--- src/design/mdf_pkg.sv ---
// Shared types, codes and constants of the message duplicate filter.
// No dependencies; used by mdf_history and message_duplicate_filter_core.
package mdf_pkg;

    localparam int MAC_W       = 48;
    localparam int ID_W        = 16;
    localparam int TYPE_W      = 16;
    localparam int VERDICT_W   = 3;
    localparam int CFG_IDX_W   = 8;
    localparam int CFG_DATA_W  = 48;
    localparam int IN_DATA_W   = 128;
    localparam int IN_USER_W   = 2;
    localparam int OUT_DATA_W  = 8;
    localparam int OUT_USER_W  = 1;

    localparam logic [CFG_IDX_W-1:0] CFG_OWN_MAC = CFG_IDX_W'(0);
    localparam logic [CFG_IDX_W-1:0] CFG_BYPASS  = CFG_IDX_W'(1);

    localparam logic [TYPE_W-1:0] TYPE_TOPO_RESP   = 16'h0003;
    localparam logic [TYPE_W-1:0] TYPE_LINK_RESP   = 16'h0006;
    localparam logic [TYPE_W-1:0] TYPE_SRCH_RESP   = 16'h0009;
    localparam logic [TYPE_W-1:0] TYPE_WSC         = 16'h000A;
    localparam logic [TYPE_W-1:0] TYPE_HLI_RESP    = 16'h000E;
    localparam logic [TYPE_W-1:0] TYPE_PROFILE_RSP = 16'h0010;
    localparam logic [TYPE_W-1:0] TYPE_IF_PWR_RESP = 16'h0012;

    typedef enum logic [1:0] {
        ST_IDLE,
        ST_CHECK,
        ST_SCAN,
        ST_FINISH
    } t_state;

    typedef enum logic [VERDICT_W-1:0] {
        VERDICT_NEW      = 3'd0,
        VERDICT_OWN      = 3'd1,
        VERDICT_DUP      = 3'd2,
        VERDICT_BYPASS   = 3'd3,
        VERDICT_WSC_PASS = 3'd4
    } t_verdict;

    typedef struct packed {
        logic [MAC_W-1:0]  mac;
        logic [ID_W-1:0]   msg_id;
        logic [TYPE_W-1:0] msg_type;
    } t_entry;

    function automatic logic is_response_type(input logic [TYPE_W-1:0] code);
        return code == TYPE_TOPO_RESP   || code == TYPE_LINK_RESP ||
               code == TYPE_SRCH_RESP   || code == TYPE_WSC       ||
               code == TYPE_HLI_RESP    || code == TYPE_PROFILE_RSP ||
               code == TYPE_IF_PWR_RESP;
    endfunction

endpackage

--- src/design/mdf_history.sv ---
// History store of (mac, id, type) entries, one write and one registered read port.
// Depends on mdf_pkg for the entry type.
module mdf_history
    import mdf_pkg::*;
#(
    parameter int ENTRIES = 16,
    parameter int IDX_W   = 4
) (
    input  logic             i_clk,
    input  logic             i_wr_en,
    input  logic [IDX_W-1:0] i_wr_addr,
    input  t_entry           i_wr_entry,
    input  logic             i_rd_en,
    input  logic [IDX_W-1:0] i_rd_addr,
    output t_entry           o_rd_entry
);

    t_entry r_mem [ENTRIES];
    t_entry r_rd_entry;

    always_ff @(posedge i_clk) begin
        if (i_wr_en) begin
            r_mem[i_wr_addr] <= i_wr_entry;
        end
    end

    always_ff @(posedge i_clk) begin
        if (i_rd_en) begin
            r_rd_entry <= r_mem[i_rd_addr];
        end
    end

    assign o_rd_entry = r_rd_entry;

endmodule

--- src/design/message_duplicate_filter_core.sv ---
// Duplicate filter for control messages with a FIFO history of recent messages.
// Bypass or own mac decide in the check state; else the scan compares entries until a hit or the end.
// Throughput: the next transfer is taken once the result loads into the output register;
// a result stalled at the output holds the block. Scan compares one entry per cycle.
// Synchronous active-low reset clears the history count, pointer, config and output.
// Depends on mdf_pkg and mdf_history.
module message_duplicate_filter_core
    import mdf_pkg::*;
#(
    parameter int HISTORY_ENTRIES = 16
) (
    input  logic                  i_clk,
    input  logic                  i_rst_n,
    input  logic                  i_cfg_valid,
    output logic                  o_cfg_ready,
    input  logic [CFG_IDX_W-1:0]  i_cfg_index,
    input  logic [CFG_DATA_W-1:0] i_cfg_data,
    input  logic                  s_axis_tvalid,
    output logic                  s_axis_tready,
    // src_mac[47:0], tlv_mac[95:48], msg_id[111:96], msg_type[127:112]
    input  logic [IN_DATA_W-1:0]  s_axis_tdata,
    // relayed[0], tlv_mac_present[1]
    input  logic [IN_USER_W-1:0]  s_axis_tuser,
    output logic                  m_axis_tvalid,
    input  logic                  m_axis_tready,
    // verdict[2:0], zero[7:3]
    output logic [OUT_DATA_W-1:0] m_axis_tdata,
    // drop[0]
    output logic [OUT_USER_W-1:0] m_axis_tuser
);

    localparam int IDX_W = (HISTORY_ENTRIES > 1) ? $clog2(HISTORY_ENTRIES) : 1;
    localparam int CNT_W = $clog2(HISTORY_ENTRIES + 1);
    localparam logic [IDX_W-1:0] LAST_SLOT = IDX_W'(HISTORY_ENTRIES - 1);
    localparam logic [CNT_W-1:0] FULL_CNT  = CNT_W'(HISTORY_ENTRIES);

    t_state                r_state, n_state;
    logic [MAC_W-1:0]      r_own_mac, n_own_mac;
    logic                  r_bypass, n_bypass;
    t_entry                r_key, n_key;
    logic [IDX_W-1:0]      r_slot, n_slot;
    logic [IDX_W-1:0]      r_oldest, n_oldest;
    logic [CNT_W-1:0]      r_rd_cnt, n_rd_cnt;
    logic [CNT_W-1:0]      r_fill, n_fill;
    logic                  r_cmp_valid, n_cmp_valid;
    t_verdict              r_verdict, n_verdict;
    logic                  r_out_valid, n_out_valid;
    t_verdict              r_out_verdict, n_out_verdict;
    logic                  r_out_drop, n_out_drop;

    logic                  in_xfer;
    logic                  out_free;
    logic                  issue;
    logic                  hit;
    logic                  scan_done;
    logic                  bypass_hit;
    logic                  own_hit;
    logic                  hist_wr_en;
    t_entry                rd_entry;
    logic [MAC_W-1:0]      eff_mac;

    assign o_cfg_ready   = 1'b1;
    assign s_axis_tready = (r_state == ST_IDLE);
    assign in_xfer       = s_axis_tvalid && s_axis_tready;
    assign out_free      = !r_out_valid || m_axis_tready;

    assign eff_mac    = (s_axis_tuser[0] && s_axis_tuser[1]) ? s_axis_tdata[95:48]
                                                             : s_axis_tdata[47:0];
    assign bypass_hit = r_bypass && is_response_type(r_key.msg_type);
    assign own_hit    = (r_key.mac == r_own_mac);
    assign issue      = (r_state == ST_SCAN) && (r_rd_cnt != r_fill);
    assign hit        = (r_state == ST_SCAN) && r_cmp_valid && (rd_entry == r_key);
    // last compare missed, or nothing to compare
    assign scan_done  = (r_state == ST_SCAN) && !hit && !issue &&
                        (r_cmp_valid || (r_fill == '0));
    assign hist_wr_en = scan_done;

    mdf_history #(
        .ENTRIES (HISTORY_ENTRIES),
        .IDX_W   (IDX_W)
    ) u_history (
        .i_clk      (i_clk),
        .i_wr_en    (hist_wr_en),
        .i_wr_addr  (r_slot),
        .i_wr_entry (r_key),
        .i_rd_en    (issue),
        .i_rd_addr  (r_slot),
        .o_rd_entry (rd_entry)
    );

    // next state
    always_comb begin
        n_state = r_state;
        unique case (r_state)
            ST_IDLE: begin
                if (in_xfer) begin
                    n_state = ST_CHECK;
                end
            end
            ST_CHECK: begin
                if (bypass_hit || own_hit) begin
                    n_state = ST_FINISH;
                end else begin
                    n_state = ST_SCAN;
                end
            end
            ST_SCAN: begin
                if (hit || scan_done) begin
                    n_state = ST_FINISH;
                end
            end
            ST_FINISH: begin
                if (out_free) begin
                    n_state = ST_IDLE;
                end
            end
            default: n_state = ST_IDLE;
        endcase
    end

    // datapath and outputs
    always_comb begin
        n_own_mac     = r_own_mac;
        n_bypass      = r_bypass;
        n_key         = r_key;
        n_slot        = r_slot;
        n_oldest      = r_oldest;
        n_rd_cnt      = r_rd_cnt;
        n_fill        = r_fill;
        n_cmp_valid   = 1'b0;
        n_verdict     = r_verdict;
        n_out_valid   = r_out_valid && !m_axis_tready;
        n_out_verdict = r_out_verdict;
        n_out_drop    = r_out_drop;

        if (i_cfg_valid) begin
            unique case (i_cfg_index)
                CFG_OWN_MAC: n_own_mac = i_cfg_data[MAC_W-1:0];
                CFG_BYPASS:  n_bypass  = i_cfg_data[0];
                default:     ;
            endcase
        end

        unique case (r_state)
            ST_IDLE: begin
                if (in_xfer) begin
                    n_key.mac      = eff_mac;
                    n_key.msg_id   = s_axis_tdata[111:96];
                    n_key.msg_type = s_axis_tdata[127:112];
                end
            end
            ST_CHECK: begin
                n_slot   = r_oldest;
                n_rd_cnt = '0;
                if (bypass_hit) begin
                    n_verdict = VERDICT_BYPASS;
                end else if (own_hit) begin
                    n_verdict = VERDICT_OWN;
                end
            end
            ST_SCAN: begin
                n_cmp_valid = issue;
                if (issue) begin
                    n_rd_cnt = r_rd_cnt + CNT_W'(1);
                    n_slot   = (r_slot == LAST_SLOT) ? '0 : r_slot + IDX_W'(1);
                end
                if (hit) begin
                    n_verdict = (r_key.msg_type == TYPE_WSC) ? VERDICT_WSC_PASS
                                                             : VERDICT_DUP;
                end else if (scan_done) begin
                    n_verdict = VERDICT_NEW;
                    if (r_fill != FULL_CNT) begin
                        n_fill = r_fill + CNT_W'(1);
                    end else begin
                        n_oldest = (r_oldest == LAST_SLOT) ? '0 : r_oldest + IDX_W'(1);
                    end
                end
            end
            ST_FINISH: begin
                if (out_free) begin
                    n_out_valid   = 1'b1;
                    n_out_verdict = r_verdict;
                    n_out_drop    = (r_verdict == VERDICT_OWN) || (r_verdict == VERDICT_DUP);
                end
            end
            default: ;
        endcase
    end

    always_ff @(posedge i_clk) begin
        if (!i_rst_n) begin
            r_state     <= ST_IDLE;
            r_own_mac   <= '0;
            r_bypass    <= 1'b0;
            r_oldest    <= '0;
            r_fill      <= '0;
            r_rd_cnt    <= '0;
            r_cmp_valid <= 1'b0;
            r_out_valid <= 1'b0;
        end else begin
            r_state     <= n_state;
            r_own_mac   <= n_own_mac;
            r_bypass    <= n_bypass;
            r_oldest    <= n_oldest;
            r_fill      <= n_fill;
            r_rd_cnt    <= n_rd_cnt;
            r_cmp_valid <= n_cmp_valid;
            r_out_valid <= n_out_valid;
        end
    end

    always_ff @(posedge i_clk) begin
        r_key         <= n_key;
        r_slot        <= n_slot;
        r_verdict     <= n_verdict;
        r_out_verdict <= n_out_verdict;
        r_out_drop    <= n_out_drop;
    end

    assign m_axis_tvalid = r_out_valid;
    assign m_axis_tdata  = {(OUT_DATA_W - VERDICT_W)'(0), r_out_verdict};
    assign m_axis_tuser  = r_out_drop;

    a_fill_bound: assert property (@(posedge i_clk) disable iff (!i_rst_n)
        r_fill <= FULL_CNT)
        else $error("history fill count beyond depth");

    a_oldest_until_full: assert property (@(posedge i_clk) disable iff (!i_rst_n)
        (r_fill != FULL_CNT) |-> (r_oldest == '0))
        else $error("oldest pointer moved before history was full");

    a_scan_bound: assert property (@(posedge i_clk) disable iff (!i_rst_n)
        (r_state == ST_SCAN) |-> (r_rd_cnt <= r_fill))
        else $error("scan read past valid entries");

    a_accept_to_check: assert property (@(posedge i_clk) disable iff (!i_rst_n)
        in_xfer |=> (r_state == ST_CHECK))
        else $error("accepted transfer did not start a lookup");

    a_write_only_new: assert property (@(posedge i_clk) disable iff (!i_rst_n)
        hist_wr_en |=> (r_state == ST_FINISH) && (r_verdict == VERDICT_NEW))
        else $error("history written without a new verdict");

endmodule
--- config.mk ---
export PLATFORM = sky130hd
export DESIGN_NAME = message_duplicate_filter_core
export DESIGN_NICKNAME = d
export VERILOG_FILES = /design/src/design/mdf_pkg.sv /design/src/design/mdf_history.sv /design/src/design/message_duplicate_filter_core.sv
export SDC_FILE = /design/constraint.sdc
export NUM_CORES = 2
export LEC_CHECK = 0
export BUFFER_PORTS_ARGS = -buffer_cell sky130_fd_sc_hd__clkbuf_2
export CAP_MARGIN = 30
export CORE_MARGIN = 2
export CORE_UTILIZATION = 60
export CTS_BUF_LIST = sky130_fd_sc_hd__clkbuf_16
export DETAILED_ROUTE_END_ITERATION = 12
export PLACE_DENSITY = 0.77
export SLEW_MARGIN = 10
export SYNTH_ARGS = -nofsm -noshare
export SYNTH_HDL_FRONTEND = slang
export SYNTH_SLANG_ARGS = --single-unit
--- constraint.sdc ---
create_clock -name i_clk -period 10.7 [get_ports i_clk]
set_clock_uncertainty 0.15 [all_clocks]
set_input_delay 1.605 -clock i_clk [delete_from_list [all_inputs] [get_ports i_clk]]
set_output_delay 1.605 -clock i_clk [all_outputs]
set_load 0.005 [all_outputs]
Word-level counts from Yosys, hierarchy flattened
Memory sizes are Yosys's and may differ from the RTL's. A register that Yosys moved wholly into a read port is not among the register bits.
Cells that the tools add are included.
Cells by class
  add/sub/neg operators: 4
  eq/ne operators: 25
  multiplexer cells: 22
  bitwise logic cells: 2
  reductions and logical operators: 39
Operators by type and width (number)
  equality test 80 bit: 1
  equality test 16 x 4 -> 1 bit (second input constant): 3
  equality test 48 bit: 1
  2-to-1 mux 48 bit: 1
  equality test 16 x 5 -> 1 bit (second input constant): 2
  equality test 16 x 2 -> 1 bit (second input constant): 1
  equality test 16 x 3 -> 1 bit (second input constant): 1
  2-to-1 mux 3 bit: 5
  2-to-1 mux 4 bit: 3
  AND reduction 2 bit: 6
  logical OR 1 bit: 11
  adder 5 x 1 -> 5 bit (second input constant): 2
  logical AND 1 bit: 10
  one-hot mux 5 bit (2 select lines): 1
  adder 4 x 1 -> 4 bit (second input constant): 2
  equality test 4 bit (second input constant): 2
  equality test 8 x 1 -> 1 bit (second input constant): 1
  zero test 8 bit: 1
  one-hot mux 2 bit (4 select lines): 1
  one-hot mux 4 bit (2 select lines): 1
  AND reduction 4 bit: 2
  2-to-1 mux 2 bit: 3
  != test 3 bit (second input constant): 2
  one-hot mux 3 bit (2 select lines): 1
  other kinds (16): 28
Word-level totals
  bits in registers: 158
  bits in writable memories: 1280
  bits of input ports: 191
  output and inout bits: 12
  word-level logic and storage cells: 108
  memories kept: 1
Memory list
  u_history.r_mem: words 16, width 80, rd ports 1, clocked after memory_dff 1, write ports 1, RTL line mdf_history.sv:18  | t_entry r_mem [ENTRIES];

Longest topological paths before layout
  depth after elaboration: 11
  gate-level depth with buffers: 11

Cells and area by module
From an unflattened synthesis, not the netlist that was laid out.
Unflattened totals
  cell total of the unflattened synthesis: 2781
  area total of the unflattened synthesis: 58070.7 sq um
By module, submodules not included
  mdf_history: instances 1, cells an instance 2054, area an instance 50223.2 sq um
  message_duplicate_filter_core: instances 1, cells an instance 727, area an instance 7847.5 sq um

Worst setup path after synthesis
No wires, ideal clock.
  kind: register to register
  from: reg r_fill[2]
  to: mem u_history.r_mem[11][0] (netlist name) (enable)
  arrival: 3756 ps
  data required time: 10102 ps
  path slack: 6346 ps
  stages on the path, launching flop included: 9
  path buffers: 1
  clock period less this slack: 4354 ps
  cells stage by stage: dfxtp_1 -> xor2_1 -> nor3_1 -> nand3_1 -> o21bai_1 -> or2_2 -> nor2_1 -> clkbuf_1 -> and3_1
On the way
  cells in the longest elaborated chain, start to end: 7
  elaborated cells between the ends (all ways): 9
  classes of those cells: eq/ne (1); mux (2); reduce/logical (6)
Ends and longest elaborated chain
  from (decl): RTL line message_duplicate_filter_core.sv:44  | logic [CNT_W-1:0] r_fill, n_fill;
  from (signal assigned): RTL line message_duplicate_filter_core.sv:205  | r_fill <= n_fill;
  != test 5 bit: RTL line message_duplicate_filter_core.sv:71  | assign issue = (r_state == ST_SCAN) && (r_rd_cnt != r_fill);
  logical AND 1 bit: RTL line message_duplicate_filter_core.sv:71
  zero test 1 bit: RTL line message_duplicate_filter_core.sv:74  | assign scan_done = (r_state == ST_SCAN) && !hit && !issue &&
  logical AND 1 bit: RTL line message_duplicate_filter_core.sv:74
  logical AND 1 bit *: RTL line message_duplicate_filter_core.sv:74
  2-to-1 mux 1 bit *: RTL line mdf_history.sv:22  | if (i_wr_en) begin
  2-to-1 mux 1 bit (implied by the code) *: RTL line mdf_history.sv:23  | r_mem[i_wr_addr] <= i_wr_entry;
  to (decl): RTL line mdf_history.sv:18
Every way passes the cells marked *; elsewhere a longest branch is shown, timed or not.

Worst setup path after layout
  from: reg r_key[62] (netlist name)
  to: mem u_history.r_mem[14][70] (netlist name) (enable)
On the way
  cells in the longest elaborated chain, start to end: 8
Ends and longest elaborated chain
  from (decl): RTL line message_duplicate_filter_core.sv:40  | t_entry r_key, n_key;
  from (signal assigned): RTL line message_duplicate_filter_core.sv:213  | r_key <= n_key;
  equality test 80 bit: RTL line message_duplicate_filter_core.sv:72  | assign hit = (r_state == ST_SCAN) && r_cmp_valid && (rd_entry == r_key);
  logical AND 1 bit: RTL line message_duplicate_filter_core.sv:72
  zero test 1 bit: RTL line message_duplicate_filter_core.sv:74
  logical AND 1 bit (3 in a row): RTL line message_duplicate_filter_core.sv:74
  2-to-1 mux 1 bit: RTL line mdf_history.sv:22
  2-to-1 mux 1 bit (implied by the code): RTL line mdf_history.sv:23
Every way passes these cells.

==> metrics <==
Multi-input gate area 13,100 um^2; initial antenna violation count 4; WP buf/inv 2; Cells after Synth 2,663; area leader, netlist edfxtp_1; die footprint 100,000 um^2; Die Y 316 um; GRT overflow 0; clock tree root driver cell clkbuf_16; top post-synthesis cells by area edfxtp_1 74%, mux4_2 15%, dfxtp_1 2.3%; DR WL/cell 33.4 um; clock tree buffer depth 3; final wirelength 145,000 um; fin crit share 0.448; post-synthesis async set-or-reset flop share 0; Worst-Skew Late Latency 0.76 ns; DRC violations left 0; RSZ-0062 raised after global routing false; Post-Place Setup Slack 5.69 ns; Ys Warns 0; Leakage Power 21.1 nW; CTS Buf Count 147; number of flops mapped to enable cells by yosys 1,451; maximum vdd ir drop 0.171 mV; fillers 5,721; WP data arrival 5.02 ns; vias in the first global route 30.2k; critical path's top delay family simple AND/OR/NAND/NOR gates; flop-to-flop setup slack 5.91 ns; max frequency 0.209 GHz; Post-CTS Hold Buffers 0; Worst Path Required 10.93 ns; Flop pwr share 0.495; mapped cell area 58,500 um^2; Layout area overhead 12.6%; crit path kind flip-flop to flip-flop; row count 114; status finished, final reports clean; first-pass GRT wire length 208,000 um; RD Place Congestion 0.958; setup TNS 0 ns; IO Port Bufs 196; CTS tree done; Post-CTS Setup Inserts 0; worst-path maximum fanout 43; max-cap viol count 0; Post-Place Cells 4,062; sequential cell area 44,900 um^2; Final Instance Count excl. Fillers 4,330; CP max stage cell xnor2_1; Slew Limit Fails 0; final core utilization 0.682; PD cells 226 nW/um^2; Clock power frac 0.334; Clock Sinks 1,518; layout cells sized above 1 0.302; drt first pass iters 6; Core Region 96,700 um^2; CP most frequent cell buf_4; peak per-stage delay on the critical path 0.69 ns; gr usage total 0.296; worst setup margin 5.91 ns; ys flop type edfxtp_1; Initial Util 0.605; P_sw 3.83 mW; Routed Antenna Nets 0; I/O pins 203; Post-DP HPWL 79,200 um; Via Count 29.4k; Synth Register Bits 1,518; fin crit period 4.79 ns; drt first-iter violations 4,290; mean post-synth cell area 22.0 um^2; setup violators final 0; Final Hold Fails 0; die width 316 um; combinational share of power 0.171; Yosys cell types 52; Pint 11.1 mW; nets@finish 3,143; mean number of vias per cell 6.79; crit path launch type flip-flop; pin count of the biggest net entering global routing 152; Worst-Margin Slew 1.19 ns; Seq/Total Area, Yosys 0.767; CTS clk-pin slew, worst paths 0.06 ns; proportion of netlist area held by the largest area contributor 0.744; critical-path cell list xnor2_1 -> nand4_1 -> or4_1 -> nor4_1 -> and4b_2 -> nor2_1 -> buf_4 -> and3_4 -> buf_4; Slew headroom 0.208; kind of end point of the critical path flip-flop; H-tree depth 4; post-CTS sizing 0; Hold Crit Class flip-flop to flip-flop; switching part of the total 0.257
power by group through the flow:
stage / Combinational [mW] / Clock [mW] / Sequential (mW)
floorplan: 1.77 / 0 / 7.36
global placement: 2.44 / 0 / 7.44
detailed placement: 2.49 / 0 / 7.48
CTS: 2.55 / 5.01 / 7.37
global route: 2.68 / 5.23 / 7.40
finish: 2.55 / 4.98 / 7.37
tightest hold or removal path: stages (launching register included):
cell     delay, ns
dfxtp_1       0.31
nand2_1       0.05
a21oi_1       0.05
cell usage in the layout, fill, tap and decap left out, types with 3 or more instances in the layout:
cell type     n
inv_6         5
o2111ai_1     4
conb_1        6
or4_1         9
inv_1        54
clkbuf_16   152
nand2_1     123
nand4_1      33
nand2b_1     28
clkinv_8      3
buf_12        6
mux2i_1       8
o31ai_1       5
clkinv_2     23
buf_16        7
nor3b_1       4
nor3_1       11
xnor2_1      47
edfxtp_1   1451
a2111oi_0     6
nor4_1       27
o21ai_0       5
clkinv_1     31
nand3_1      11
nor2b_1      26
ha_1         12
buf_4        38
dfxtp_1      67
nor2_1       16
or2_2         3
a21oi_1      59
clkbuf_2    196
mux2_2       52
bufinv_16    10
mux4_2      400
o22ai_1       4
xor2_1       62
and3_4       16
cell type report:
cell class,count,share of cell area
antenna,2,0.0000759
clock buffer,152,0.0577
clock inverter,109,0.0121
inverter,22,0.00133
multi-input combinational,1004,0.199
sequential,1518,0.681
tap,1276,0.0242
timing repair buffer,247,0.0239
synthesized netlist by cell type, types with 5 or more instances:
| cell type | count |
|---|---|
| nand4_1 | 33 |
| o21ai_0 | 5 |
| xnor2_1 | 47 |
| nand2_1 | 124 |
| buf_4 | 6 |
| buf_1 | 28 |
| mux2_2 | 52 |
| nor2b_1 | 26 |
| edfxtp_1 | 1451 |
| a21oi_1 | 59 |
| nor4_1 | 27 |
| and3_1 | 17 |
| nor2_1 | 17 |
| inv_1 | 22 |
| or4_1 | 9 |
| clkbuf_1 | 88 |
| ha_1 | 12 |
| dfxtp_1 | 67 |
| a2111oi_0 | 6 |
| nand2b_1 | 28 |
| nand3_1 | 11 |
| mux2i_1 | 8 |
| nor3_1 | 11 |
| o31ai_1 | 5 |
| xor2_1 | 62 |
| mux4_2 | 400 |
per-layer routing:
metal | part of all wire | global-route usage
met4 | 0.041 | 0.121
met1 | 0.36 | 0.405
met2 | 0.49 | 0.474
met5 | 0.00028 | 0
met3 | 0.10 | 0.0607
kinds of logic after synthesis:
| family | count (synthesis) | synth area share |
|---|---|---|
| other | 2 | 0.000128 |
| DFF | 1518 | 0.767 |
| buffers and inverters | 145 | 0.00981 |
| and+or+nand+nor | 321 | 0.0286 |
| xor gates and xnor gates | 109 | 0.0163 |
| adders and majority gates | 12 | 0.00257 |
| AOI/OAI and AO/OA | 96 | 0.0100 |
| muxes | 460 | 0.165 |
final timing paths:
kind                              start  cells after the start                                end
max                 r_key[62]$_DFFE_PP_                      9  u_history.r_mem[14][70]$_DFFE_PP_
min reg2reg  r_own_mac[18]$_SDFFE_PN0P_                      2         r_own_mac[18]$_SDFFE_PN0P_
min          r_own_mac[18]$_SDFFE_PN0P_                      2         r_own_mac[18]$_SDFFE_PN0P_
max reg2reg         r_key[62]$_DFFE_PP_                      9  u_history.r_mem[14][70]$_DFFE_PP_
metrics by stage:
step | power (mW) | area, um^2 | hold slack [ns]
floorplan | 9.12 | 58500 | 0.277
global placement | 9.87 | 61100 | 0.288
detailed placement | 9.97 | 61200 | 0.311
CTS | 14.9 | 65800 | 0.318
global route | 15.3 | 65900 | 0.346
finish | 14.9 | 65900 | 0.315
state kept, by name, indices dropped and copies added, names as in the netlist:
register / count
r_own_mac: 48
r_fill: 5
r_rd_cnt: 5
u_history.o_rd_entry: 80
r_verdict: 3
r_key: 80
r_bypass: 1
r_cmp_valid: 1
r_state: 2
m_axis_tuser: 1
m_axis_tvalid: 1
r_out_verdict: 3
r_slot: 4
u_history.r_mem: 1280
r_oldest: 4
No activity file was read; power rests on OpenSTA's default activity.
